File: src/dss_pkg.sv
// Shared types, constants and helper functions for the drum step sequencer.
`default_nettype none
package dss_pkg;

	localparam int STEPS_DEF  = 16;
	localparam int VOICES_DEF = 6;
	localparam int SLOTS_DEF  = 8;

	localparam int ELAPSED_W = 16;
	localparam int NUM_W     = 23;
	localparam int DEN_W     = 16;
	localparam int QUO_W     = 10;
	localparam int CNT_W     = $clog2(QUO_W);

	localparam logic [7:0]  TEMPO_MIN   = 8'd40;
	localparam logic [7:0]  TEMPO_MAX   = 8'd240;
	localparam logic [5:0]  SWING_MAX   = 6'd50;
	localparam logic [8:0]  SWING_SCALE = 9'd200;
	localparam logic [13:0] STEP_MS_NUM = 14'd15000;

	localparam logic [1:0] CFG_TEMPO = 2'd0;
	localparam logic [1:0] CFG_SWING = 2'd1;
	localparam logic [1:0] CFG_SLOT  = 2'd2;

	localparam logic [7:0] TEMPO_RST = 8'd120;

	typedef enum logic [1:0] {
		KIND_TICK,
		KIND_NEXT_VOICE,
		KIND_PLAY_STOP,
		KIND_TOGGLE_STEP
	} kind_t;

	typedef enum logic [2:0] {
		S_IDLE,
		S_DIV,
		S_TRIG,
		S_ROW_RD,
		S_ROW_WAIT,
		S_DONE
	} state_t;

	typedef struct packed {
		kind_t      kind;
		logic [3:0] step_key;
	} in_word_t;

	typedef struct packed {
		logic        fired;
		logic        playhead_valid;
		logic [3:0]  step_index;
		logic [5:0]  triggers;
		logic        playing;
		logic [2:0]  selected_voice;
		logic [15:0] voice_row;
	} out_word_t;

	typedef struct packed {
		logic             start;
		logic [NUM_W-1:0] num;
		logic [DEN_W-1:0] den;
	} div_req_t;

	typedef struct packed {
		logic             done;
		logic [QUO_W-1:0] quo;
	} div_rsp_t;

	localparam logic [15:0] GROOVES [4][6] = '{
		'{16'h1111, 16'h1010, 16'h5555, 16'h0000, 16'h0000, 16'h0000},
		'{16'h1111, 16'h1010, 16'h4444, 16'h8080, 16'h0000, 16'h1010},
		'{16'h0441, 16'h9010, 16'hAAAA, 16'h0101, 16'h6000, 16'h1010},
		'{16'h4949, 16'h0000, 16'hAAAA, 16'h4444, 16'h1010, 16'h0100}
	};

	function automatic logic [15:0] groove_row(input logic [3:0] slot, input logic [3:0] voice);
		logic [15:0] r;
		r = '0;
		if (slot < 4'd4 && voice < 4'd6) begin
			r = GROOVES[slot[1:0]][voice[2:0]];
		end
		return r;
	endfunction

	function automatic logic [3:0] slot_mod(input logic [2:0] s, input int unsigned slots);
		logic [3:0] r;
		r = {1'b0, s};
		for (int i = 0; i < 8; i++) begin
			if (32'(r) >= slots) begin
				r = r - 4'(slots);
			end
		end
		return r;
	endfunction

endpackage
`default_nettype wire

File: src/drum_step_sequencer_swing.sv
// One word is in work at a time. A tick while running waits on the interval divider
// (one quotient bit per cycle); a firing tick then reads each voice's row through the
// single read port of the pattern memory, and every event ends with a row read.
// Reset: playhead at step 0 and disarmed, sequencer running, kick selected;
// pattern rows read as the default grooves at once through per-row valid bits.
`default_nettype none
module drum_step_sequencer_swing #(
	parameter int STEPS  = dss_pkg::STEPS_DEF,
	parameter int VOICES = dss_pkg::VOICES_DEF,
	parameter int SLOTS  = dss_pkg::SLOTS_DEF
) (
	input  wire logic               clk,
	input  wire logic               arst_n,
	input  wire logic               cfg_we,
	input  wire logic [1:0]         cfg_index,
	input  wire logic [7:0]         cfg_data,
	input  wire logic               evt_valid,
	output logic                    evt_ready,
	input  wire dss_pkg::in_word_t  evt,
	output logic                    res_valid,
	input  wire logic               res_ready,
	output dss_pkg::out_word_t      res
);

	localparam int PW  = $clog2(STEPS);
	localparam int VW  = (VOICES > 1) ? $clog2(VOICES) : 1;
	localparam int SW  = (SLOTS > 1) ? $clog2(SLOTS) : 1;
	localparam int NW  = dss_pkg::NUM_W;
	localparam int DW  = dss_pkg::DEN_W;
	localparam int EW  = dss_pkg::ELAPSED_W;

	dss_pkg::state_t   state_q, state_d;
	dss_pkg::kind_t    kind_q;
	dss_pkg::div_req_t div_req;
	dss_pkg::div_rsp_t div_rsp;
	dss_pkg::out_word_t res_q;

	logic [7:0]        tempo_q;
	logic [5:0]        swing_q;
	logic [2:0]        slot_q;
	logic [EW-1:0]     elapsed_q;
	logic [PW-1:0]     playhead_q;
	logic              armed_q;
	logic              running_q;
	logic              parity_q;
	logic [VW-1:0]     voice_q;
	logic              res_valid_q;
	logic [3:0]        key_q;
	logic              fired_q;
	logic [VOICES-1:0] trig_q;
	logic [STEPS-1:0]  row_q;
	logic [VW-1:0]     vcnt_q;
	logic              trig_pend_s1;
	logic [VW-1:0]     trig_v_s1;

	logic              accept;
	logic              div_start;
	logic              mem_rd_en;
	logic              mem_wr_en;
	logic              res_load;
	logic              fire;
	logic              key_ok;
	logic [7:0]        tempo_c;
	logic [5:0]        swing_c;
	logic [8:0]        factor;
	logic [SW-1:0]     slot_eff;
	logic [VW-1:0]     rd_voice;
	logic [STEPS-1:0]  rd_data;
	logic [STEPS-1:0]  toggled;

	assign tempo_c = (tempo_q < dss_pkg::TEMPO_MIN) ? dss_pkg::TEMPO_MIN :
		(tempo_q > dss_pkg::TEMPO_MAX) ? dss_pkg::TEMPO_MAX : tempo_q;
	assign swing_c = (swing_q > dss_pkg::SWING_MAX) ? dss_pkg::SWING_MAX : swing_q;
	assign factor  = parity_q ? (dss_pkg::SWING_SCALE + {2'b00, swing_c, 1'b0})
		: (dss_pkg::SWING_SCALE - {3'b000, swing_c});

	assign div_req.start = div_start;
	assign div_req.num   = NW'(NW'(factor) * NW'(dss_pkg::STEP_MS_NUM));
	assign div_req.den   = DW'(DW'(tempo_c) * DW'(dss_pkg::SWING_SCALE));

	assign slot_eff = SW'(dss_pkg::slot_mod(slot_q, SLOTS));
	assign rd_voice = (state_q == dss_pkg::S_TRIG) ? vcnt_q : voice_q;
	assign key_ok   = 32'(key_q) < STEPS;
	assign toggled  = rd_data ^ (STEPS'(1) << key_q);
	assign fire     = EW'(div_rsp.quo) <= elapsed_q;
	assign accept   = evt_valid && evt_ready;

	dss_div u_div (
		.clk    (clk),
		.arst_n (arst_n),
		.req    (div_req),
		.rsp    (div_rsp)
	);

	dss_pat_mem #(
		.STEPS  (STEPS),
		.VOICES (VOICES),
		.SLOTS  (SLOTS),
		.VW     (VW),
		.SW     (SW)
	) u_mem (
		.clk      (clk),
		.arst_n   (arst_n),
		.rd_en    (mem_rd_en),
		.rd_slot  (slot_eff),
		.rd_voice (rd_voice),
		.rd_data  (rd_data),
		.wr_en    (mem_wr_en),
		.wr_slot  (slot_eff),
		.wr_voice (voice_q),
		.wr_data  (toggled)
	);

	always_comb begin
		state_d = state_q;
		case (state_q)
			dss_pkg::S_IDLE: begin
				if (evt_valid) begin
					if (evt.kind == dss_pkg::KIND_TICK && running_q) begin
						state_d = dss_pkg::S_DIV;
					end else begin
						state_d = dss_pkg::S_ROW_RD;
					end
				end
			end
			dss_pkg::S_DIV: begin
				if (div_rsp.done) begin
					state_d = fire ? dss_pkg::S_TRIG : dss_pkg::S_ROW_RD;
				end
			end
			dss_pkg::S_TRIG: begin
				if (vcnt_q == VW'(VOICES - 1)) begin
					state_d = dss_pkg::S_ROW_RD;
				end
			end
			dss_pkg::S_ROW_RD:   state_d = dss_pkg::S_ROW_WAIT;
			dss_pkg::S_ROW_WAIT: state_d = dss_pkg::S_DONE;
			dss_pkg::S_DONE: begin
				if (!res_valid_q || res_ready) begin
					state_d = dss_pkg::S_IDLE;
				end
			end
			default: state_d = dss_pkg::S_IDLE;
		endcase
	end

	always_comb begin
		evt_ready = 1'b0;
		div_start = 1'b0;
		mem_rd_en = 1'b0;
		mem_wr_en = 1'b0;
		res_load  = 1'b0;
		case (state_q)
			dss_pkg::S_IDLE: begin
				evt_ready = 1'b1;
				div_start = evt_valid && evt.kind == dss_pkg::KIND_TICK && running_q;
			end
			dss_pkg::S_TRIG:     mem_rd_en = 1'b1;
			dss_pkg::S_ROW_RD:   mem_rd_en = 1'b1;
			dss_pkg::S_ROW_WAIT: mem_wr_en = kind_q == dss_pkg::KIND_TOGGLE_STEP && key_ok;
			dss_pkg::S_DONE:     res_load = !res_valid_q || res_ready;
			default: ;
		endcase
	end

	always_ff @(posedge clk or negedge arst_n) begin
		if (!arst_n) begin
			state_q      <= dss_pkg::S_IDLE;
			tempo_q      <= dss_pkg::TEMPO_RST;
			swing_q      <= '0;
			slot_q       <= '0;
			elapsed_q    <= '0;
			playhead_q   <= '0;
			armed_q      <= 1'b0;
			running_q    <= 1'b1;
			parity_q     <= 1'b0;
			voice_q      <= '0;
			res_valid_q  <= 1'b0;
			trig_pend_s1 <= 1'b0;
		end else begin
			state_q      <= state_d;
			trig_pend_s1 <= state_q == dss_pkg::S_TRIG;
			if (cfg_we) begin
				case (cfg_index)
					dss_pkg::CFG_TEMPO: tempo_q <= cfg_data;
					dss_pkg::CFG_SWING: swing_q <= cfg_data[5:0];
					dss_pkg::CFG_SLOT:  slot_q  <= cfg_data[2:0];
					default: ;
				endcase
			end
			if (accept) begin
				case (evt.kind)
					dss_pkg::KIND_TICK: begin
						if (elapsed_q != '1) begin
							elapsed_q <= elapsed_q + EW'(1);
						end
					end
					dss_pkg::KIND_NEXT_VOICE: begin
						voice_q <= (voice_q == VW'(VOICES - 1)) ? '0 : voice_q + VW'(1);
					end
					dss_pkg::KIND_PLAY_STOP: begin
						running_q <= !running_q;
						if (running_q) begin
							armed_q    <= 1'b0;
							playhead_q <= '0;
						end
					end
					default: ;
				endcase
			end
			if (state_q == dss_pkg::S_DIV && div_rsp.done && fire) begin
				if (armed_q && playhead_q != PW'(STEPS - 1)) begin
					playhead_q <= playhead_q + PW'(1);
				end else begin
					playhead_q <= '0;
				end
				armed_q   <= 1'b1;
				parity_q  <= !parity_q;
				elapsed_q <= '0;
			end
			if (res_load) begin
				res_valid_q <= 1'b1;
			end else if (res_ready) begin
				res_valid_q <= 1'b0;
			end
		end
	end

	always_ff @(posedge clk) begin
		trig_v_s1 <= vcnt_q;
		if (accept) begin
			kind_q  <= evt.kind;
			key_q   <= evt.step_key;
			fired_q <= 1'b0;
			trig_q  <= '0;
		end
		if (state_q == dss_pkg::S_DIV && div_rsp.done && fire) begin
			fired_q <= 1'b1;
			vcnt_q  <= '0;
		end
		if (state_q == dss_pkg::S_TRIG) begin
			vcnt_q <= vcnt_q + VW'(1);
		end
		if (trig_pend_s1) begin
			trig_q[trig_v_s1] <= rd_data[playhead_q];
		end
		if (state_q == dss_pkg::S_ROW_WAIT) begin
			row_q <= mem_wr_en ? toggled : rd_data;
		end
		if (res_load) begin
			res_q.fired          <= fired_q;
			res_q.playhead_valid <= armed_q;
			res_q.step_index     <= armed_q ? 4'(playhead_q) : 4'd0;
			res_q.triggers       <= 6'(trig_q);
			res_q.playing        <= running_q;
			res_q.selected_voice <= 3'(voice_q);
			res_q.voice_row      <= 16'(row_q);
		end
	end

	assign res_valid = res_valid_q;
	assign res       = res_q;

endmodule
`default_nettype wire

File: src/dss_div.sv
// Iterative restoring divider producing the step interval, one quotient bit per cycle.
`default_nettype none
module dss_div (
	input  wire logic              clk,
	input  wire logic              arst_n,
	input  wire dss_pkg::div_req_t req,
	output dss_pkg::div_rsp_t      rsp
);

	localparam int NW = dss_pkg::NUM_W;
	localparam int DW = dss_pkg::DEN_W;
	localparam int QW = dss_pkg::QUO_W;
	localparam int CW = dss_pkg::CNT_W;
	localparam int SHW = DW + QW - 1;

	logic            busy_q;
	logic            done_q;
	logic [CW-1:0]   cnt_q;
	logic [NW-1:0]   rem_q;
	logic [SHW-1:0]  den_sh_q;
	logic [QW-1:0]   quo_q;
	logic            ge;

	assign ge = SHW'(rem_q) >= den_sh_q;

	always_ff @(posedge clk or negedge arst_n) begin
		if (!arst_n) begin
			busy_q <= 1'b0;
			done_q <= 1'b0;
		end else begin
			done_q <= 1'b0;
			if (req.start) begin
				busy_q <= 1'b1;
			end else if (busy_q && cnt_q == '0) begin
				busy_q <= 1'b0;
				done_q <= 1'b1;
			end
		end
	end

	always_ff @(posedge clk) begin
		if (req.start) begin
			rem_q    <= req.num;
			den_sh_q <= {req.den, {(QW-1){1'b0}}};
			quo_q    <= '0;
			cnt_q    <= CW'(QW - 1);
		end else if (busy_q) begin
			if (ge) begin
				rem_q <= NW'(SHW'(rem_q) - den_sh_q);
			end
			quo_q    <= {quo_q[QW-2:0], ge};
			den_sh_q <= den_sh_q >> 1;
			cnt_q    <= cnt_q - CW'(1);
		end
	end

	assign rsp.done = done_q;
	assign rsp.quo  = quo_q;

endmodule
`default_nettype wire

File: src/dss_pat_mem.sv
// Pattern memory: one row of step bits per slot and voice, default grooves until written.
`default_nettype none
module dss_pat_mem #(
	parameter int STEPS  = dss_pkg::STEPS_DEF,
	parameter int VOICES = dss_pkg::VOICES_DEF,
	parameter int SLOTS  = dss_pkg::SLOTS_DEF,
	parameter int VW     = (VOICES > 1) ? $clog2(VOICES) : 1,
	parameter int SW     = (SLOTS > 1) ? $clog2(SLOTS) : 1
) (
	input  wire logic             clk,
	input  wire logic             arst_n,
	input  wire logic             rd_en,
	input  wire logic [SW-1:0]    rd_slot,
	input  wire logic [VW-1:0]    rd_voice,
	output logic      [STEPS-1:0] rd_data,
	input  wire logic             wr_en,
	input  wire logic [SW-1:0]    wr_slot,
	input  wire logic [VW-1:0]    wr_voice,
	input  wire logic [STEPS-1:0] wr_data
);

	localparam int DEPTH = SLOTS * VOICES;
	localparam int AW    = (DEPTH > 1) ? $clog2(DEPTH) : 1;

	logic [STEPS-1:0] mem [DEPTH];
	logic [DEPTH-1:0] valid_q;
	logic [STEPS-1:0] rd_data_q;
	logic [AW-1:0]    rd_addr;
	logic [AW-1:0]    wr_addr;
	logic [STEPS-1:0] dflt_row;

	assign rd_addr  = AW'(AW'(rd_slot) * AW'(VOICES) + AW'(rd_voice));
	assign wr_addr  = AW'(AW'(wr_slot) * AW'(VOICES) + AW'(wr_voice));
	assign dflt_row = STEPS'(dss_pkg::groove_row(4'(rd_slot), 4'(rd_voice)));

	always_ff @(posedge clk or negedge arst_n) begin
		if (!arst_n) begin
			valid_q <= '0;
		end else if (wr_en) begin
			valid_q[wr_addr] <= 1'b1;
		end
	end

	always_ff @(posedge clk) begin
		if (wr_en) begin
			mem[wr_addr] <= wr_data;
		end
	end

	always_ff @(posedge clk) begin
		if (rd_en) begin
			rd_data_q <= valid_q[rd_addr] ? mem[rd_addr] : dflt_row;
		end
	end

	assign rd_data = rd_data_q;

endmodule
`default_nettype wire
File: config.mk
export PLATFORM = sky130hd
export DESIGN_NAME = drum_step_sequencer_swing
export DESIGN_NICKNAME = d
export VERILOG_FILES = /design/src/dss_pkg.sv /design/src/drum_step_sequencer_swing.sv /design/src/dss_div.sv /design/src/dss_pat_mem.sv
export SDC_FILE = /design/constraint.sdc
export NUM_CORES = 1
export LEC_CHECK = 0
export ABC_AREA = 1
export BUFFER_PORTS_ARGS = -buffer_cell sky130_fd_sc_hd__clkbuf_2
export CAP_MARGIN = 10
export CORE_UTILIZATION = 44
export DETAILED_ROUTE_END_ITERATION = 12
export PLACE_DENSITY = 0.66
export SLEW_MARGIN = 20
export SYNTH_ARGS = -nofsm -noshare
export SYNTH_HDL_FRONTEND = slang
export SYNTH_HIERARCHICAL = 1
export SYNTH_SLANG_ARGS = --single-unit
File: constraint.sdc
create_clock -name clk -period 5.8 [get_ports clk]
set_clock_uncertainty 0.05 [all_clocks]
set_input_delay 0.58 -clock clk [delete_from_list [all_inputs] [get_ports clk]]
set_output_delay 0.58 -clock clk [all_outputs]
set_load 0.01 [all_outputs]
### After elaboration in Yosys (flattened, before gate mapping)

Memory sizes are Yosys's and may differ from the RTL's.
Cells that the tools add are included.

| word-level totals | value |
|---|---|
| flip-flop bits (word level) | 243 |
| memory bits (writable) | 768 |
| bits of input ports | 21 |
| output and inout port bits | 34 |
| logic and storage cells | 194 |
| memories kept | 1 |

Memories:

| name | words | width | rd ports | clocked after Yosys merged registers in | wr ports | RTL line | source |
|---|---|---|---|---|---|---|---|
| u_mem.mem | 48 | 16 | 1 | 0 | 1 | dss_pat_mem.sv:25 | `logic [STEPS-1:0] mem [DEPTH];` |

| operators by class | value |
|---|---|
| $add $sub $neg | 10 |
| multipliers | 3 |
| order comparisons | 15 |
| equal/unequal tests | 18 |
| shift operators | 1 |
| mux-type cells | 66 |
| bitwise logic cells | 4 |
| reduce and logical (&&, ||, !) cells | 40 |

Operators with widths:

| operator | number |
|---|---|
| $bmux W96 S2 | 1 |
| $mux W96 | 2 |
| $mux W16 | 9 |
| $mux W23 | 3 |
| $mux W25 | 2 |
| $bmux W16 S3 | 1 |
| $or A48 B48 Y48 | 1 |
| $ge A23 B25 Y1 | 1 |
| $mux W3 | 8 |
| $sub A23 B23 Y23 | 1 |
| $mux W1 | 22 |
| $mul A9 B11 Y20 const B | 1 |
| $mux W4 | 5 |
| $reduce_bool A2 Y1 | 10 |
| $mux W6 | 3 |
| $pmux W3 S6 | 1 |
| $add A16 B1 Y16 const B | 1 |
| $le A10 B16 Y1 | 1 |
| $mux W8 | 2 |
| $ne A16 B16 Y1 const B | 1 |
| $shl A1 B4 Y16 const A | 1 |
| $xor A16 B16 Y16 | 1 |
| $lt A6 B7 Y1 const B | 2 |
| $reduce_and A2 Y1 | 7 |
| other kinds (44) | 70 |

### Depth between registers and ports, before layout

Gate-level depths: netlist of run 1.

| logic depth | value |
|---|---|
| depth in word-level cells | 9 |
| mapped depth | 29 |
| depth with buffers taken out | 29 |

### By module

The synthesis of run 1 kept the hierarchy.

By module, submodules not included:

| module | instances | cells each | area an instance (µm²) | seq. area each (µm²) |
|---|---|---|---|---|
| dss_pat_mem | 1 | 3,100 | 35,166.2 | 24,743.7 |
| drum_step_sequencer_swing | 1 | 996 | 8,640.8 | 3,119.2 |
| dss_div | 1 | 602 | 4,244.1 | 1,681.6 |

### Worst setup path before layout of run 1

No wires, ideal clock.

| timing | value |
|---|---|
| path type | register to register |
| start point | register swing_q[3] |
| end point | register u_div.rem_q[16], data pin |
| library setup time | 0.253 ns |
| arrival | 4.867 ns |
| required time | 5.497 ns |
| setup slack | 0.630 ns |
| stages on the path, launching flop included | 24 |
| buffers on the path | 0 |
| clock period less this slack | 5.170 ns |
| cell sequence | dfrtp_1 nor2_1 a21oi_1 nor2_1 ha_1 nand2_1 a21oi_1 inv_1 ha_1 inv_1 fa_1 fa_1 fa_1 inv_1 ha_1 a21oi_1 a21boi_1 o21ai_0 nand2_1 nand2_1 nand2_1 nand2_1 nand2_1 nand2_1 |

RTL lines:

| element | RTL line | source |
|---|---|---|
| start, declared | drum_step_sequencer_swing.sv:39 | `logic [5:0] swing_q;` |
| start signal, assigned | drum_step_sequencer_swing.sv:186 | `dss_pkg::CFG_SWING: swing_q <= cfg_data[5:0];` |
| end signal, assigned | dss_div.sv:43 | `rem_q <= req.num;` |
| end signal, assigned | dss_div.sv:49 | `rem_q <= NW'(SHW'(rem_q) - den_sh_q);` |
| end, declared | dss_div.sv:19 | `logic [NW-1:0] rem_q;` |

==> results of run 1 <==
## repair_timing
action	4_1_cts	5_1_grt
setup buffers	0	0
endpoints found under the setup margin	0	6
endpoints found under the hold margin	42	0
resized for setup	0	4
hold buffers	5	0
## layout by cell type (no fill, tap or decap), types with 35 or more instances in the layout
master,count
a21oi_1,93
buf_4,99
clkbuf_16,106
clkbuf_2,53
dfrtp_1,93
edfxtp_1,880
fa_1,35
ha_1,141
inv_1,591
nand2_1,1174
nand3_1,496
nor2_1,312
o211ai_1,147
o21ai_0,211
or2_2,46
## kinds of logic after synthesis
| logic type | count (synthesis) | synth area share |
|---|---|---|
| AOI/OAI and AO/OA | 512 | 0.0632 |
| xor gates and xnor gates | 55 | 0.0105 |
| adders and majority gates | 179 | 0.0522 |
| buffers and inverters | 808 | 0.0694 |
| DFF | 1011 | 0.615 |
| muxes | 1 | 0.000208 |
| other | 1 | 0.0000780 |
| and+or+nand+nor | 2131 | 0.190 |
## state kept, by name, indices dropped and copies added, names as in the netlist, 3 cells and up
signal,count
u_mem/valid_q,48
row_q,16
playhead_q,4
u_mem/rd_data,16
u_mem/mem,768
u_div/rem_q,23
res,32
trig_v_s1,3
swing_q,6
voice_q,3
slot_eff,3
u_div/quo_q,10
key_q,4
elapsed_q,16
u_div/cnt_q,4
state_q,3
tempo_q,8
vcnt_q,3
trig_q,6
u_div/den_sh_q,25
## metrics by stage
step	area (sq um)	hold slack (ns)
2_1_floorplan	48100	0.234
3_3_place_gp	50300	0.346
3_5_place_dp	50300	0.352
4_1_cts	53900	0.0138
5_1_grt	53900	0.0398
6_report	53900	0.0596
## layer usage
layer / wire (um) / part of all wire
met5: 0 / 0
met2: 58500 / 0.48
met3: 6580 / 0.054
met1: 52200 / 0.43
met4: 5270 / 0.043
## worst paths after layout
check	to	slack (ns)	cells after the start
worst min-delay path	kind_q[1]	0.06	1
max in group asynchronous	u_mem/valid_q[15]	3.94	3
worst max-delay path	u_div/rem_q[22]	0.43	28
worst min register to register	res[3]	0.37	0
min in group asynchronous	elapsed_q[2]	0.40	2
worst max register to register	u_div/rem_q[22]	0.43	28
## worst reg2reg max path, delay by kind of cell (launching register included)
kind	cells	cell delay (ns)
AOI/OAI and AO/OA	3	0.45
xor gates and xnor gates	2	0.29
adders and majority gates	6	2.50
buffers and inverters	6	0.43
DFF	1	0.40
and+or+nand+nor	11	0.99
## cell type report
| type | count | share of cell area |
|---|---|---|
| sequential | 1011 | 0.548 |
| tap | 1403 | 0.0326 |
| clock buffer | 125 | 0.0511 |
| inverter | 605 | 0.0425 |
| clock inverter | 68 | 0.0136 |
| timing repair buffer | 166 | 0.0230 |
| multi-input combinational | 2884 | 0.289 |
==> impl_metrics.json, run 1 <==
{
  "grt_pass1_wl_um": 189000,
  "grt_pass1_vias": 31900,
  "yosysSeqAreaShare": 0.615,
  "synth-async-reset-ratio": 0.0969,
  "final_core_util": 0.501,
  "dieWidth_um": 332,
  "clk_path_buf_depth": 3,
  "critPathLaunch": "swing_q[2]",
  "tightest_slew_ns": 1.05,
  "setup_viol": 0,
  "drt-total-wl_um": 122000,
  "use_met2": 0.366,
  "grt_use_met1": 0.293,
  "cts_tree": "built",
  "yosysUniqueCellTypes": 64,
  "multi_input_area_sq_um": 15600,
  "synth_ff_type": "edfxtp_1",
  "wire_per_inst_um": 19.6,
  "antenna_found_initial": 1,
  "slew_viol_final": 0,
  "crit_path_start_kind": "register",
  "max_slew_margin": 0.297,
  "area_delta_synth_final_pct": 12.1,
  "cp_slowest_cell": "fa_1",
  "first_pass_iters": 5,
  "htreeDepth": 3,
  "grt_usage": 0.221,
  "rows": 120,
  "core_sq_um": 108000,
  "syn_avg_cell_area_sq_um": 10.2,
  "initial_utilization": 0.446,
  "io_pins": 55,
  "antenna_cells": 0,
  "endpoint_kind": "register",
  "nNetsFinal": 4972,
  "setup_tns_ns": 0,
  "required_ns": 6.18,
  "seqCellArea_sq_um": 29500,
  "netlist.area_leader.share": 0.550,
  "min-delay-start": "evt[5]",
  "finalWorstSetupSlack_ns": 0.426,
  "synth_edf_count": 880,
  "syn_inst": 4698,
  "yosys_warnings": 6,
  "pre_cts_slack_ns": 0.247,
  "fp.dieH_um": 332,
  "busiest_layer": "met2",
  "outcome": "completed",
  "port_buffers": 54,
  "dieArea_sq_um": 111000,
  "synth_area_leaders": "edfxtp_1 55%, nand2_1 9.2%, nand3_1 5.2%",
  "r2r-start": "swing_q[2]",
  "use_met3": 0.0263,
  "n_fill_cell": 9480,
  "clk_pin_slew_ns": 0.06,
  "drt_iter0_drc": 2943,
  "crit_path_max_fanout": 6,
  "cts_buffers": 104,
  "viasPerCell": 5.29,
  "critPathMaxStageDelay_ns": 0.53,
  "clock-root-buffer": "clkbuf_16",
  "ys_ff_latch": 1011,
  "drc": 0,
  "clock-sinks": 1011,
  "hpwl_um": 74200,
  "synth_area_sq_um": 48100,
  "hold_class": "primary input to register",
  "arrival_ns": 5.75,
  "yosys.cell_count.top_type": "nand2_1",
  "ant_nets": 0,
  "place_congestion": 0.929,
  "finalHoldViolations": 0,
  "finalCriticalPeriod_ns": 5.37,
  "drive_above_1_share": 0.0938,
  "vias": 33100,
  "max-cap-violations": 0,
  "rsz0062_at_grt": "false",
  "crit_type": "register to register",
  "cp_top_family": "adder cells",
  "critPathBufInv": 6,
  "period_share": 0.926,
  "ys_top_cells_by_count": "1174 x nand2_1, 880 x edfxtp_1, 594 x inv_1",
  "grt_max_degree": 169,
  "fmax_mhz": 186,
  "synth_top_cell_by_area": "edfxtp_1",
  "fin_cells": 6262,
  "gr-total-overflow": 0,
  "dpl.cell_count": 6064,
  "clk_latency_ns": 0.70
}
Power of run 1 is not shown: default switching activity piles up to over one toggle a cycle in this logic, so the estimate is an artifact.
==> inputs of run 2 (changes only) <==
Settings changed: CTS_CLUSTER_DIAMETER set to 200, PLACE_DENSITY 0.66 to 0.55.
Clock period 5.8 ns to 5.79 ns, I/O delays scaled along.
==> impl_metrics.json, run 2 (synthesized netlist as in run 1, its figures left out) <==
{
  "required_ns": 6.15,
  "grt_pass1_vias": 31600,
  "critPathMaxStageDelay_ns": 0.53,
  "grt_usage": 0.231,
  "largest_reg_flops": 768,
  "drive_above_1_share": 0.0966,
  "finalCriticalPeriod_ns": 5.41,
  "viasPerCell": 5.19,
  "antenna_found_initial": 0,
  "hold_class": "primary input to register",
  "rows": 120,
  "rr_worst_depth": 28,
  "drt_iter0_drc": 2268,
  "hpwl_um": 77500,
  "io_pins": 55,
  "crit_path_start_kind": "register",
  "grt_use_met1": 0.316,
  "initial_utilization": 0.446,
  "whs_ns": 0.0654,
  "grt_max_degree": 169,
  "rsz0062_at_grt": "false",
  "period_share": 0.935,
  "setup_tns_ns": 0,
  "ant_nets": 0,
  "endpoint_kind": "register",
  "clock-sinks": 1011,
  "port_buffers": 54,
  "area_delta_synth_final_pct": 12.5,
  "dieWidth_um": 332,
  "crit_path_max_fanout": 6,
  "finalWorstSetupSlack_ns": 0.376,
  "top_register": "u_mem/mem",
  "fmax_mhz": 185,
  "dieArea_sq_um": 111000,
  "wire_per_inst_um": 20.1,
  "final_core_util": 0.502,
  "vias": 32600,
  "clk_path_buf_depth": 3,
  "drc": 0,
  "hold_depth": 1,
  "max_slew_margin": 0.273,
  "first_pass_iters": 5,
  "cts_buffers": 108,
  "crit_type": "register to register",
  "use_met3": 0.0279,
  "tightest_slew_ns": 1.09,
  "arrival_ns": 5.77,
  "finalHoldViolations": 0,
  "gr-total-overflow": 0,
  "layout_commonest_cell": "nand2_1",
  "drt-total-wl_um": 126000,
  "clk_pin_slew_ns": 0.06,
  "max-cap-violations": 0,
  "htreeDepth": 3,
  "slew_viol_final": 0,
  "cts_tree": "built",
  "fp.dieH_um": 332,
  "setup_viol": 0,
  "busiest_layer": "met2",
  "grt_pass1_wl_um": 194000,
  "use_met2": 0.384,
  "cp_slowest_cell": "fa_1",
  "clock-root-buffer": "clkbuf_16",
  "pre_cts_slack_ns": 0.298,
  "nNetsFinal": 4982,
  "outcome": "completed",
  "place_congestion": 0.852,
  "clk_latency_ns": 0.69,
  "core_sq_um": 108000,
  "final_cell_mix": "1174 x nand2_1, 880 x edfxtp_1, 591 x inv_1, 496 x nand3_1, 303 x nor2_1"
}
==> run 2: cell types whose count changed in the layout (fill, tap and decap cells not counted), moves of 4 or more <==
cell,previous run,this run
clkinv_1,22,33
nor2_2,8,15
clkinvlp_4,9,2
clkinv_2,16,23
buf_4,99,104
nor2_1,312,303
clkbuf_16,106,110
==> run 2: cell type report <==
class                   instances  area, sq um
fillers                      9711        53600
flip-flops and latches       1011        29500
multi-input cells            2884        15600
clock buffers                 127         2840
inverters                     605         2290
well taps                    1403         1760
repair buffers                172         1300
clock inverters                77          743
diodes                          1         2.50
==> run 2: path summary, 6_finish.rpt <==
path | from | to | slack [ns]
max in group asynchronous | arst_n | elapsed_q[15] | 4.00
worst max register to register | swing_q[2] | u_div/rem_q[22] | 0.38
worst max-delay path | swing_q[2] | u_div/rem_q[22] | 0.38
worst min-delay path | evt[5] | kind_q[1] | 0.07
min in group asynchronous | arst_n | u_mem/valid_q[14] | 0.52
worst min register to register | row_q[14] | res[14] | 0.37
==> run 2: repair_timing <==
item                                    in CTS  in global routing
setup buffers                                0                  0
hold buffers                                 5                  0
resized for setup                            0                  3
hold endpoints to repair                    57                  0
endpoints found under the setup margin       0                  5
==> run 2: worst max-delay path, delay by kind of cell, from the launching register on <==
| kind | cells | cell delay [ns] |
|---|---|---|
| buffers and inverters | 6 | 0.39 |
| AOI/OAI and AO/OA | 3 | 0.27 |
| DFF | 1 | 0.42 |
| adders and majority gates | 6 | 2.60 |
| and+or+nand+nor | 11 | 1.11 |
| xor gates and xnor gates | 2 | 0.28 |
==> run 2: layer usage <==
metal  share of wire  routed length [um]
met1            0.44               56200
met4           0.028                3590
met3           0.048                6080
met2            0.48               60500
met5               0                   0
==> run 2: stage by stage <==
| stage | area [sq um] | std cells |
|---|---|---|
| after floorplan | 48100 | 4703 |
| after global placement | 50400 | 6070 |
| after detailed placement | 50400 | 6070 |
| after CTS | 54000 | 6279 |
| after global routing | 54100 | 6279 |
| final | 54100 | 6280 |
Power of run 2 is left out for the same reason.
